$ cat src/hw/rtl/nv12sc_pkg.sv
// ----------------------------------------------------------------------------
// nv12sc_pkg
// Shared types and constants of the nearest-neighbor NV12 scaler: store
// geometry, register indexes, result status codes and the command and status
// bundles between the controller and the datapath.
// ----------------------------------------------------------------------------
package nv12sc_pkg;

  // store and frame geometry
  localparam int STORE_BYTES = 65536;
  localparam int ADDR_W      = $clog2(STORE_BYTES);
  localparam int MAX_DIM     = 4096;
  localparam int DIM_W       = 13;
  localparam int COORD_W     = 12;
  localparam int PROD_W      = 2 * DIM_W;
  localparam int DIV_STEPS   = DIM_W;
  localparam int CNT_W       = $clog2(DIV_STEPS);
  localparam int CFG_IDX_W   = 3;

  // configuration register indexes
  typedef enum logic [CFG_IDX_W-1:0] {
    CFG_SRC_WIDTH  = 3'd0,
    CFG_SRC_HEIGHT = 3'd1,
    CFG_SRC_STRIDE = 3'd2,
    CFG_DST_WIDTH  = 3'd3,
    CFG_DST_HEIGHT = 3'd4
  } cfg_idx_t;

  // result status codes
  typedef enum logic [1:0] {
    ST_OK        = 2'd0,
    ST_CFG_ERR   = 2'd1,
    ST_RANGE_ERR = 2'd2
  } status_t;

  // input command codes
  typedef enum logic {
    CMD_WRITE = 1'b0,
    CMD_READ  = 1'b1
  } cmd_t;

  // operand pairs of the shared multiplier
  typedef enum logic [1:0] {
    MUL_BASE, // stride * source height
    MUL_ROW,  // target row * source rows of the plane
    MUL_COL,  // target column * source columns of the plane
    MUL_ADDR  // mapped row * stride
  } mul_sel_t;

  // divisor choice of the shared divider
  typedef enum logic {
    DIV_ROWS = 1'b0,
    DIV_COLS = 1'b1
  } div_sel_t;

  // controller to datapath
  typedef struct packed {
    logic     wr_en;
    logic     capture;
    logic     mul_en;
    mul_sel_t mul_sel;
    logic     chk_eval;
    logic     div_load;
    div_sel_t div_sel;
    logic     div_step;
    logic     row_save;
    logic     mem_rd;
  } dp_cmd_t;

  // datapath to controller
  typedef struct packed {
    logic err;
  } dp_stat_t;

endpackage

$ cat src/hw/rtl/nv12sc_ctrl.sv
// ----------------------------------------------------------------------------
// nv12sc_ctrl
// Sequencer of the scaler: accepts commands, steps the datapath through the
// configuration check, two divisions and the address build, and raises the
// result strobe.
// ----------------------------------------------------------------------------
module nv12sc_ctrl
  import nv12sc_pkg::*;
(
  input  logic     clk,
  input  logic     rst_n,
  input  logic     start,
  input  logic     in_cmd,
  output logic     busy,
  output logic     out_valid,
  output dp_cmd_t  dp_cmd,
  input  dp_stat_t dp_stat
);

  typedef enum logic [3:0] {
    S_IDLE,
    S_BASE,
    S_CHECK,
    S_LOAD_ROW,
    S_DIV_ROW,
    S_MUL_COL,
    S_LOAD_COL,
    S_DIV_COL,
    S_ADDR,
    S_READ
  } state_t;

  state_t             state_r;
  logic [CNT_W-1:0]   cnt_r;
  logic               out_valid_r;
  logic               accept;
  logic               last_step;

  assign busy      = (state_r != S_IDLE);
  assign out_valid = out_valid_r;
  assign accept    = start && (state_r == S_IDLE);
  assign last_step = (cnt_r == CNT_W'(DIV_STEPS - 1));

  // state, step counter and result strobe
  always_ff @(posedge clk) begin
    if (!rst_n) begin
      state_r     <= S_IDLE;
      cnt_r       <= '0;
      out_valid_r <= 1'b0;
    end else begin
      out_valid_r <= 1'b0;
      unique case (state_r)
        S_IDLE: begin
          if (accept && (cmd_t'(in_cmd) == CMD_READ)) begin
            state_r <= S_BASE;
          end
        end
        S_BASE: begin
          state_r <= S_CHECK;
        end
        S_CHECK: begin
          if (dp_stat.err) begin
            state_r     <= S_IDLE;
            out_valid_r <= 1'b1;
          end else begin
            state_r <= S_LOAD_ROW;
          end
        end
        S_LOAD_ROW: begin
          cnt_r   <= '0;
          state_r <= S_DIV_ROW;
        end
        S_DIV_ROW: begin
          cnt_r <= cnt_r + 1'b1;
          if (last_step) begin
            state_r <= S_MUL_COL;
          end
        end
        S_MUL_COL: begin
          state_r <= S_LOAD_COL;
        end
        S_LOAD_COL: begin
          cnt_r   <= '0;
          state_r <= S_DIV_COL;
        end
        S_DIV_COL: begin
          cnt_r <= cnt_r + 1'b1;
          if (last_step) begin
            state_r <= S_ADDR;
          end
        end
        S_ADDR: begin
          state_r <= S_READ;
        end
        S_READ: begin
          state_r     <= S_IDLE;
          out_valid_r <= 1'b1;
        end
        default: begin
          state_r <= S_IDLE;
        end
      endcase
    end
  end

  // datapath commands decoded from state
  always_comb begin
    dp_cmd          = '0;
    dp_cmd.mul_sel  = MUL_BASE;
    dp_cmd.div_sel  = DIV_ROWS;
    dp_cmd.wr_en    = accept && (cmd_t'(in_cmd) == CMD_WRITE);
    dp_cmd.capture  = accept && (cmd_t'(in_cmd) == CMD_READ);
    unique case (state_r)
      S_BASE: begin
        dp_cmd.mul_en  = 1'b1;
        dp_cmd.mul_sel = MUL_BASE;
      end
      S_CHECK: begin
        dp_cmd.chk_eval = 1'b1;
        dp_cmd.mul_en   = 1'b1;
        dp_cmd.mul_sel  = MUL_ROW;
      end
      S_LOAD_ROW: begin
        dp_cmd.div_load = 1'b1;
        dp_cmd.div_sel  = DIV_ROWS;
      end
      S_DIV_ROW, S_DIV_COL: begin
        dp_cmd.div_step = 1'b1;
      end
      S_MUL_COL: begin
        dp_cmd.row_save = 1'b1;
        dp_cmd.mul_en   = 1'b1;
        dp_cmd.mul_sel  = MUL_COL;
      end
      S_LOAD_COL: begin
        dp_cmd.div_load = 1'b1;
        dp_cmd.div_sel  = DIV_COLS;
      end
      S_ADDR: begin
        dp_cmd.mul_en  = 1'b1;
        dp_cmd.mul_sel = MUL_ADDR;
      end
      S_READ: begin
        dp_cmd.mem_rd = 1'b1;
      end
      default: begin
      end
    endcase
  end

endmodule

$ cat config.mk
export PLATFORM = sky130hd
export DESIGN_NAME = nv12sc_ctrl
export DESIGN_NICKNAME = d
export VERILOG_FILES = /design/src/hw/rtl/nv12sc_pkg.sv /design/src/hw/rtl/nv12sc_ctrl.sv
export SDC_FILE = /design/constraint.sdc
export NUM_CORES = 1
export LEC_CHECK = 0
export ABC_AREA = 1
export BUFFER_PORTS_ARGS = -buffer_cell sky130_fd_sc_hd__buf_2
export CAP_MARGIN = 15
export CORE_AREA = 2 2 39 41
export DETAILED_ROUTE_END_ITERATION = 16
export DIE_AREA = 0 0 41 43
export GPL_TIMING_DRIVEN = 0
export PLACE_DENSITY = 0.83
export SLEW_MARGIN = 10
export SYNTH_ARGS = -nofsm -noshare
export SYNTH_HDL_FRONTEND = slang
export SYNTH_SLANG_ARGS = --single-unit
export TNS_END_PERCENT = 50
$ cat constraint.sdc
create_clock -name clk -period 1.4 [get_ports clk]
set_clock_uncertainty 0.2 [all_clocks]
set_input_delay 0.14 -clock clk [delete_from_list [all_inputs] [get_ports clk]]
set_output_delay 0.14 -clock clk [all_outputs]
set_load 0.01 [all_outputs]
==> results of run 1 <==
## layer usage
metal | vias up | share of wire, %
li1 | 372 | -
met1 | 361 | 36
met2 | 33 | 57
met3 | 4 | 5.2
met4 | 0 | 1.2
met5 | - | 0
## cell type report
| cell class | count | area share [%] |
|---|---|---|
| Clock buffer | 4 | 2.51 |
| Inverter | 23 | 9.43 |
| Multi-Input combinational cell | 64 | 43.1 |
| Sequential cell | 9 | 18.4 |
| Tap cell | 16 | 1.91 |
| Timing Repair Buffer | 35 | 24.7 |
## how the worst max path moves through the flow
stage          cells past startpoint  slack (ns)         end
6_report                           6       -0.16   dp_cmd[7]
3_3_place_gp                       6        0.08  dp_cmd[10]
2_1_floorplan                      8        0.16  state_r[2]
4_1_cts                            6       -0.13   dp_cmd[7]
5_1_grt                            6       -0.23   dp_cmd[7]
3_5_place_dp                       6        0.06  dp_cmd[10]
## registers in the layout, indices dropped and copies added, names as in the netlist
signal     cells
cnt_r          4
state_r        4
out_valid      1
## cell usage after synthesis
| library cell | n |
|---|---|
| inv_2 | 4 |
| inv_1 | 19 |
| nand3_2 | 2 |
| nand2_2 | 6 |
| nor3_1 | 1 |
| a21oi_1 | 5 |
| nand2_4 | 1 |
| nand3_1 | 6 |
| nor2_2 | 1 |
| o21ai_2 | 1 |
| nand4_1 | 1 |
| o21bai_1 | 1 |
| xor2_1 | 2 |
| nand2_1 | 20 |
| ha_1 | 2 |
| nor2_1 | 9 |
| o21ai_0 | 3 |
| nor2_4 | 3 |
| dfxtp_1 | 9 |
## timing repair
action / in CTS / in global routing
pin swaps: 8 / 6
endpoints found under the setup margin: 12 / 19
endpoints found under the hold margin: 3 / 0
hold buffers: 2 / 0
setup buffers: 11 / 5
resized for setup: 28 / 20
## worst min-delay path, delay by kind of cell
kind / cells / cell delay, ns
simple gates: 2 / 0.12
buf+inv: 2 / 0.17
compound gates: 1 / 0.09
## stage by stage
stage / instance area [µm²] / TNS [ns] / cells / total power [µW]
after floorplan: 624 / 0 / 96 / 955
after global placement: 729 / 0 / 129 / 1130
after detailed placement: 729 / 0 / 129 / 1160
after CTS: 938 / -1.17 / 146 / 1650
after global routing: 1050 / -2.56 / 151 / 2010
final: 1050 / -1.40 / 151 / 1890
## power by group
group	total [µW]	switching (µW)	internal, µW
clock network	196	86.5	110
registers	408	85.3	322
logic	1280	719	565
## logic make-up (layout without fill, tap and decap cells)
family	count (synthesis)	count (layout)
AOI/OAI and AO/OA	10	10
xor gates and xnor gates	2	2
adders and majority gates	2	2
buffers and inverters	23	62
DFF	9	9
and+or+nand+nor	50	50
==> summary.md, run 1 <==
| Metric | Value |
|---|---|
| Setup CP Type | reg -> out |
| Sequential area share after synthesis | 28.9% |
| Area share of the largest cell type after synthesis | 28.9% |
| Synth Area in Compound Gates | 9.02% |
| CTS Buf Count | 3 |
| Post-route ant nets | 0 |
| # diodes | 0 |
| Min-delay src | start |
| Worst Hold Class | in -> reg |
| Initial DRC count | 7 |
| Relative slew slack | 80.4% |
| Die width | 41 µm |
| Final setup margin | -0.156 ns |
| Final worst path period share | 111% |
| Highest cell delay on the worst timing path | 0.39 ns |
| Multiplexer area fraction after synthesis | 0% |
| Cell area after synthesis | 624 µm² |
| Worst reg2reg startpoint | state_r[0] |
| CTS tree | built |
| H-tree depth | 1 |
| CP max-delay cell | dfxtp_4 |
| Clock Root Buffer | clkbuf_4 |
| IO Count | 18 |
| Met1 Resource Use GR | 23.1% |
| Placer congestion estimate | 0.830 |
| Antenna violations before repair | 0 |
| Synth unique cells | 19 |
| Routed wire per std cell | 13.7 µm |
| Vias after detailed routing | 770 |
| GRT Util Overall | 22.0% |
| Gr ovfl total | 0 |
| Syn_area_per_cell | 6.50 µm² |
| Site Rows | 14 |
| Largest net degree at the start of global routing | 7 |
| WL final | 2070 µm |
| Post-Syn Nets | 103 |
| Gate Count Post-Synth | 96 |
| Largest family of logic cells by synthesized area | simple AND/OR/NAND/NOR gates |
| Setup Slack @ Placement | 0.0609 ns |
| Synth Area in XOR/XNOR | 2.81% |
| CP max FO | 4 |
| Initial Util | 45.1% |
| YS warnings | 0 |
| Area taken by multi-input logic gates | 452 µm² |
| Post-Synth Adder-Cell Area | 4.01% |
| Clock slew at reported path FFs | 0.06 ns |
| Register area | 193 µm² |
| Post-detail-place hpwl | 1060 µm |
| Synth Area in Simple Gates | 41.5% |
| CP arrival | 1.22 ns |
| CP endpoint kind | output port |
| Failing checks | setup timing |
| Core Util, Final | 75.8% |
| Endpoints failing hold | 0 |
| Worst hold path endpoint | state_r[3] |
| Reg2reg path depth | 9 |
| Top cells by area, synth | dfxtp_1, nand2_1, inv_1 |
| Area leader, netlist | dfxtp_1 |
| Gr busiest metal | met2 |
| CORE AREA | 1380 µm² |
| RR Endpoint | state_r[0] |
| Largest delay share family, worst path | flip-flops |
| First-pass DRT Iterations | 4 |
| Commonest non-fill, non-tap cell in the layout | inv_1 |
| Met2 Use GR | 40.3% |
| Post-route DRC | 0 |
| First-pass GRT wire length | 2620 µm |
| Vias per cell | 5.10 |
| Max-Cap Viols | 0 |
| Tmin final | 1.56 ns |
| Max Root-Sink Buffers | 2 |
| WHS | 0.0946 ns |
| Crit path launch type | register |
| Max Fclk | 643 MHz |
| CP Cell Sequence | inv_6 > buf_4 > nor2_4 > inv_2 > o21ai_1 > buf_2 |
| Slew @ Worst Pin | 0.294 ns |
| Clock tree sinks | 9 |
| LEAKAGE | 0.000559 µW |
| Die height | 43 µm |
| RSZ-0062 raised after global routing | yes |
| Power Dens Cells | 1800 nW/µm² |
| R2r setup slk | -0.08 ns |
| Most frequent cells in the layout | inv_1, buf_2, nand2_1 |
| Met3 Use GR | 3.66% |
| Status | finished, violations left |
| Max IR drop VDD | 861 µV |
| Yosys reg bits | 9 |
| Vias in the first global route | 658 |
| Final setup fails | 15 |
| CP bufs+invs | 4 |
| Layout cells sized above 1 | 58.5% |
| Fin. max-slew vios | 0 |
| Clock latency on the worst-skew pair | 0.26 ns |
| Hold path cells | 5 |
| Worst setup path startpoint | state_r[3] |
| Area grow syn2layout | 67.9% |
| Fillers | 97 |
| Port Buffer Count | 17 |
| Die area | 1760 µm² |
| Critical Path RT | 1.06 ns |
| Nets | 143 |
Power figures use the tool's default switching activity.
==> run 2: changes to the inputs <==
BUFFER_PORTS_ARGS = not set   (was -buffer_cell sky130_fd_sc_hd__buf_2)
CORE_AREA = 8 8 45 47   (was 2 2 39 41)
DIE_AREA = 0 0 53 55   (was 0 0 41 43)
DONT_BUFFER_PORTS = 1   (was not set)
PLACE_DENSITY = 0.72   (was 0.83)
==> summary.md, run 2 (synthesis gave the netlist of run 1 again) <==
| Metric | Value |
|---|---|
| Clock slew at reported path FFs | 0.06 ns (about the same) |
| First-pass GRT wire length | 2440 µm (-6.9%) |
| Initial DRC count | 13 (+6) |
| Placer congestion estimate | 0.875 (+5.4%) |
| Worst Hold Class | in -> reg |
| Site Rows | 14 (unchanged) |
| LEAKAGE | 0.000436 µW (-22%) |
| Post-route ant nets | 0 (unchanged) |
| CP arrival | 1.13 ns (-0.09 ns) |
| Setup TNS | -0.401 ns (+1.00 ns) |
| Vias in the first global route | 579 (-12%) |
| Post-detail-place hpwl | 1070 µm (+1.4%) |
| Port Buffer Count | 0 (-17) |
| RSZ-0062 raised after global routing | yes |
| Final setup margin | -0.0706 ns (+0.0858 ns) |
| Routed wire per std cell | 12.9 µm (-5.9%) |
| Largest net degree at the start of global routing | 8 (+1) |
| Most frequent cells in the layout | nand2_1, inv_1, nor2_4 |
| Clock latency on the worst-skew pair | 0.26 ns (about the same) |
| Critical Path RT | 1.06 ns (about the same) |
| Clock tree sinks | 9 (unchanged) |
| Crit path launch type | register |
| Fillers | 114 (+18%) |
| Power Dens Cells | 1890 nW/µm² (+4.9%) |
| H-tree depth | 1 (unchanged) |
| Antenna violations before repair | 0 (unchanged) |
| Setup Slack @ Placement | 0.0233 ns (-0.0375 ns) |
| Area grow syn2layout | 45.7% |
| Reg2reg path depth | 8 (-1) |
| GRT Util Overall | 11.4% (-11 points) |
| Die width | 53 µm (+29%) |
| # diodes | 0 (unchanged) |
| Failing checks | setup timing |
| Commonest non-fill, non-tap cell in the layout | nand2_1 |
| Max Fclk | 680 MHz (+5.8%) |
| First-pass DRT Iterations | 4 (unchanged) |
| Highest cell delay on the worst timing path | 0.37 ns (-0.02 ns) |
| CORE AREA | 1380 µm² (unchanged) |
| Fin. max-slew vios | 0 (unchanged) |
| Hold path cells | 4 (-1) |
| CTS tree | built |
| Setup CP Type | reg -> out |
| Filler-free cell count of the finished design | 127 (-16%) |
| WL final | 1640 µm (-21%) |
| Layout cells sized above 1 | 49.5% (-9.0 points) |
| Post-route DRC | 0 (unchanged) |
| CP Cell Sequence | nor2_4 > nand2_2 > nor2_4 > inv_2 > nand2_2 |
| Die height | 55 µm (+28%) |
| Relative slew slack | 85.6% (+5.2 points) |
| Max Root-Sink Buffers | 2 (unchanged) |
| Vias per cell | 5.15 (+0.99%) |
| CP max FO | 3 (-1) |
| CP endpoint kind | output port |
| Slew @ Worst Pin | 0.215 ns (-0.0783 ns) |
| CTS Buf Count | 3 (unchanged) |
| Nets | 119 (-17%) |
| Die area | 2920 µm² (+65%) |
| Tmin final | 1.47 ns (-0.0858 ns) |
| IO Count | 18 (unchanged) |
| Gr ovfl total | 0 (unchanged) |
| Clock Root Buffer | clkbuf_4 |
| CP max-delay cell | dfxtp_4 |
| Final setup fails | 10 (-5) |
| Max IR drop VDD | 886 µV (+3.0%) |
| Placed Cells incl. Taps | 112 (-13%) |
| Final worst path period share | 105% (-6.1 points) |
| Status | finished, violations left |
| Initial Util | 45.1% (unchanged) |
| Vias after detailed routing | 654 (-15%) |
| Endpoints failing hold | 0 (unchanged) |
| Max-Cap Viols | 0 (unchanged) |
run 2: cell types whose count changed in the layout (fill, tap and decap cells not counted), sizes merged:
cell / delta
dlygate4sd3: +1
buf: -25
run 2: through the flow:
step                power [µW]  utilization (%)  hold WS, ns  area (µm²)
CTS                       1480             57.4       0.0339         795
floorplan                  955                -       0.0376         624
global placement          1060             46.6       0.0488         644
finish                    1720             65.7       0.0423         910
global route              1860             65.7       0.0658         910
detailed placement        1070             46.6       0.0598         644
run 2: repair_timing:
action	in CTS	in global routing
gates resized for setup	26	23
cloned	0	0
pin swaps	5	11
setup buffers	4	4
hold buffers	3	0
endpoints found under the setup margin	11	18
hold endpoints to repair	9	0
run 2: critical path, delay by kind of cell (launching register included):
| family | cells | cell delay, ns |
|---|---|---|
| buffers and inverters | 1 | 0.08 |
| AND/OR/NAND/NOR | 4 | 0.42 |
| flip-flops | 1 | 0.37 |
run 2: report_power, final:
| part | internal [µW] | total [µW] | switching, µW | leakage (µW) |
|---|---|---|---|---|
| Combinational | 435 | 1110 | 676 | 0.000345 |
| Sequential | 322 | 404 | 82.2 | 0.0000757 |
| Clock | 110 | 203 | 92.7 | 0.0000150 |
run 2: final timing paths:
path         slack [ns]    endpoint  startpoint
min reg2reg        0.30    cnt_r[1]    cnt_r[1]
min                0.04  state_r[0]      in_cmd
max reg2reg       -0.01  state_r[2]  state_r[1]
max               -0.07   dp_cmd[6]  state_r[0]
run 2: layout make-up:
type / instances / area (µm²) / share of cell area [%]
clock buffer: 4 / 26.3 / 2.89
inverter: 23 / 101 / 11.1
multi-input combinational: 64 / 475 / 52.3
sequential: 9 / 193 / 21.2
tap: 16 / 20.0 / 2.20
timing repair buffer: 11 / 93.8 / 10.3
run 2: metal layers:
layer / global-route usage (%) / vias up / wire length, µm
li1: - / 319 / -
met1: 12.0 / 310 / 663
met2: 18.6 / 19 / 854
met3: 2.94 / 6 / 76
met4: 9.91 / 0 / 46
met5: 0 / - / 0
==> run 3: changes to the inputs <==
ABC_AREA = not set   (was 1)
CORE_AREA = not set   (was 8 8 45 47)
CORE_ASPECT_RATIO = 1.2   (was not set)
CORE_MARGIN = 8   (was not set)
CORE_UTILIZATION = 40   (was not set)
DIE_AREA = not set   (was 0 0 53 55)
PLACE_DENSITY = 0.64   (was 0.72)
==> summary.md, run 3 <==
| Metric | Value |
|---|---|
| Status | finished, violations left |
| Failing checks | setup timing |
| GRT Util Overall | 11.0% (-0.38 points) |
| CP Cell Sequence | buf_6 > nor4_4 > nand2_1 > nor2_2 |
| Setup crit end | dp_cmd[10] |
| Die width | 52.8 µm (-0.35%) |
| Fin area | 896 µm² (-1.5%) |
| Top post-synthesis cells by count | dfxtp_1, inv_1, nand2_1, nor2_1 |
| Synth Area in XOR/XNOR | 7.88% (+5.1 points) |
| CP max-delay cell | dfxtp_1 |
| Vias per cell | 5.20 (+1.0%) |
| Net Sw Frac | 44.7% (-4.8 points) |
| Vias after detailed routing | 614 (-6.1%) |
| Area share of the largest cell type after synthesis | 27.7% (-1.2 points) |
| LEAKAGE | 0.000371 µW (-15%) |
| CP max FO | 8 (+5) |
| Nets | 108 (-9.2%) |
| Post-Syn Nets | 89 (-14%) |
| WL final | 1640 µm (-0.12%) |
| Setup CP Type | reg -> out |
| Site Rows | 16 (+2) |
| Max-Cap Viols | 0 (unchanged) |
| Largest net degree at the start of global routing | 11 (+3) |
| Initial DRC count | 6 (-7) |
| Relative slew slack | 80.4% (-5.3 points) |
| Area leader, netlist | dfxtp_1 |
| Slew @ Worst Pin | 0.292 ns (+0.0768 ns) |
| Psw | 790 µW (-7.2%) |
| Final setup margin | -0.215 ns (-0.144 ns) |
| Sequential power share | 21.3% (-2.2 points) |
| Layout cells sized above 1 | 38.0% (-12 points) |
| Worst setup path startpoint | state_r[0] |
| YS warnings | 0 (unchanged) |
| Die area | 3180 µm² (+9.0%) |
| H-tree depth | 1 (unchanged) |
| Synth unique cells | 29 (+10) |
| CTS Buf Count | 3 (unchanged) |
| Gate Count Post-Synth | 82 (-15%) |
| Clock Root Buffer | clkbuf_4 |
| Tmin final | 1.61 ns (+0.144 ns) |
| Sequential area share after synthesis | 27.7% (-1.2 points) |
| RR Endpoint | state_r[1] |
| Worst reg2reg startpoint | state_r[0] |
| Vias in the first global route | 596 (+2.9%) |
| First-pass GRT wire length | 2660 µm (+9.0%) |
| Port Buffer Count | 0 (unchanged) |
| Antenna violations before repair | 0 (unchanged) |
| Power Dens Cells | 1970 nW/µm² (+4.5%) |
| Fin. max-slew vios | 0 (unchanged) |
| Clock latency on the worst-skew pair | 0.27 ns (about the same) |
| Initial Util | 41.1% (-4.0 points) |
| Async set or reset register ratio after synthesis | 0% (unchanged) |
| Clock tree sinks | 9 (unchanged) |
| Fraction of power consumed by the clock network | 11.9% (about the same) |
| R2r setup slk | -0.17 ns (-0.16 ns) |
| Routed wire per std cell | 13.9 µm (+7.5%) |
| Max Root-Sink Buffers | 2 (unchanged) |
| WHS | 0.111 ns (+0.0690 ns) |
| Synth Area in Compound Gates | 17.7% (+8.7 points) |
| RSZ-0062 raised after global routing | yes |
| CORE AREA | 1580 µm² (+14%) |
| CP arrival | 1.27 ns (+0.14 ns) |
| Crit path launch type | register |
| Placer congestion estimate | 0.794 (-9.2%) |
| Post-Synth Adder-Cell Area | 3.85% (-0.16 points) |
| Gr ovfl total | 0 (unchanged) |
| Multiplexer area fraction after synthesis | 0% (unchanged) |
| Most frequent cells in the layout | buf_4, nand2_1, dfxtp_1 |
| Synth Area in Simple Gates | 33.8% (-7.6 points) |
| # diodes | 0 (unchanged) |
| Final setup fails | 21 (+11) |
| Max IR drop VDD | 858 µV (-3.3%) |
| Count leader, synth | dfxtp_1 |
| Reg2reg path depth | 6 (-2) |
| Die height | 60.2 µm (+9.4%) |
| Worst Hold Class | in -> out |
| First-pass DRT Iterations | 4 (unchanged) |
| Cell area after synthesis | 651 µm² (+4.2%) |
| IO Count | 18 (unchanged) |
| Post-route ant nets | 0 (unchanged) |
| Commonest non-fill, non-tap cell in the layout | buf_4 |
| Highest cell delay on the worst timing path | 0.31 ns (-0.06 ns) |
| DP Area | 678 µm² (+5.2%) |
| Top_reg_cell synth | dfxtp_1 |
| Syn_area_per_cell | 7.93 µm² (+22%) |
| Top cells by area, synth | dfxtp_1, and3_1, inv_1 |
| EDFF count, synth | 0 (unchanged) |
| Largest family of logic cells by synthesized area | simple AND/OR/NAND/NOR gates |
| Area grow syn2layout | 37.7% |
| Max Fclk | 619 MHz (-8.9%) |
| Post-route DRC | 0 (unchanged) |
| Clock slew at reported path FFs | 0.06 ns (about the same) |
| Yosys reg bits | 9 (unchanged) |
| Pint | 978 µW (+13%) |
| Endpoints failing hold | 0 (unchanged) |
| Logic gate share of total power | 66.8% (+2.1 points) |
| Post-detail-place hpwl | 1070 µm (-0.50%) |
| CTS tree | built |
| Critical Path RT | 1.06 ns (about the same) |
| Final worst path period share | 115% (+10 points) |
| CP endpoint kind | output port |
-- run 3: worst min-delay path by stage --
stage | from | end | depth (start not counted)
after floorplan | rst_n | cnt_r[0] | 1
after global routing | in_cmd | dp_cmd[10] | 1
after global placement | rst_n | cnt_r[0] | 1
after CTS | in_cmd | dp_cmd[10] | 1
after detailed placement | rst_n | cnt_r[0] | 1
final | in_cmd | dp_cmd[10] | 1
-- run 3: per-layer routing --
| metal | GRT usage (%) | share of wire [%] | vias to the layer above |
|---|---|---|---|
| met2 | 17.1 | 48 | 13 |
| met4 | 7.78 | 2.4 | 0 |
| met5 | 0 | 0 | - |
| li1 | - | - | 316 |
| met3 | 2.24 | 4.1 | 4 |
| met1 | 12.8 | 45 | 281 |
-- run 3: cells by family (layout without fill, tap and decap cells) --
logic type / count (synthesis) / count (layout)
AND/OR/NAND/NOR: 38 / 38
AO/OA/AOI/OAI: 17 / 17
buffers and inverters: 11 / 29
flip-flops: 9 / 9
XOR/XNOR: 5 / 5
adder cells (fa/ha/maj): 2 / 2
-- run 3: power by group through the flow --
| stage | clock network [µW] | registers (µW) | logic [µW] |
|---|---|---|---|
| global placement | 0 | 368 | 809 |
| floorplan | 0 | 362 | 705 |
| detailed placement | 0 | 371 | 826 |
| CTS | 214 | 373 | 1000 |
| global route | 225 | 382 | 1290 |
| finish | 210 | 376 | 1180 |
-- run 3: metrics by stage --
step	setup slack (ns)	power (µW)	std cells	setup TNS [ns]	utilization (%)
2_1_floorplan	-0.00378	1070	82	-0.00403	-
3_3_place_gp	-0.122	1180	100	-0.626	42.9
3_5_place_dp	-0.150	1200	100	-0.842	42.9
4_1_cts	-0.225	1590	112	-2.65	52.2
5_1_grt	-0.298	1900	118	-4.02	56.6
6_report	-0.215	1770	118	-2.62	56.6
-- run 3: layout make-up --
cell class | count | area, µm²
fill | 159 | 686
inverter | 7 | 28.8
sequential | 9 | 184
buffer | 4 | 37.5
tap | 18 | 22.5
timing repair buffer | 14 | 119
multi-input combinational | 62 | 478
clock buffer | 4 | 26.3
-- run 3: critical path, delay by kind of cell, from the launching register on --
kind / cells / cell delay (ns)
flip-flops: 1 / 0.31
buffers and inverters: 1 / 0.13
AND/OR/NAND/NOR: 3 / 0.57
-- run 3: timing repair --
item | 4_1_cts | 5_1_grt
endpoints found under the setup margin | 20 | 21
setup buffers | 4 | 6
resized for setup | 17 | 7
endpoints found under the hold margin | 9 | 0
pin swaps | 9 | 10
hold buffers | 4 | 0
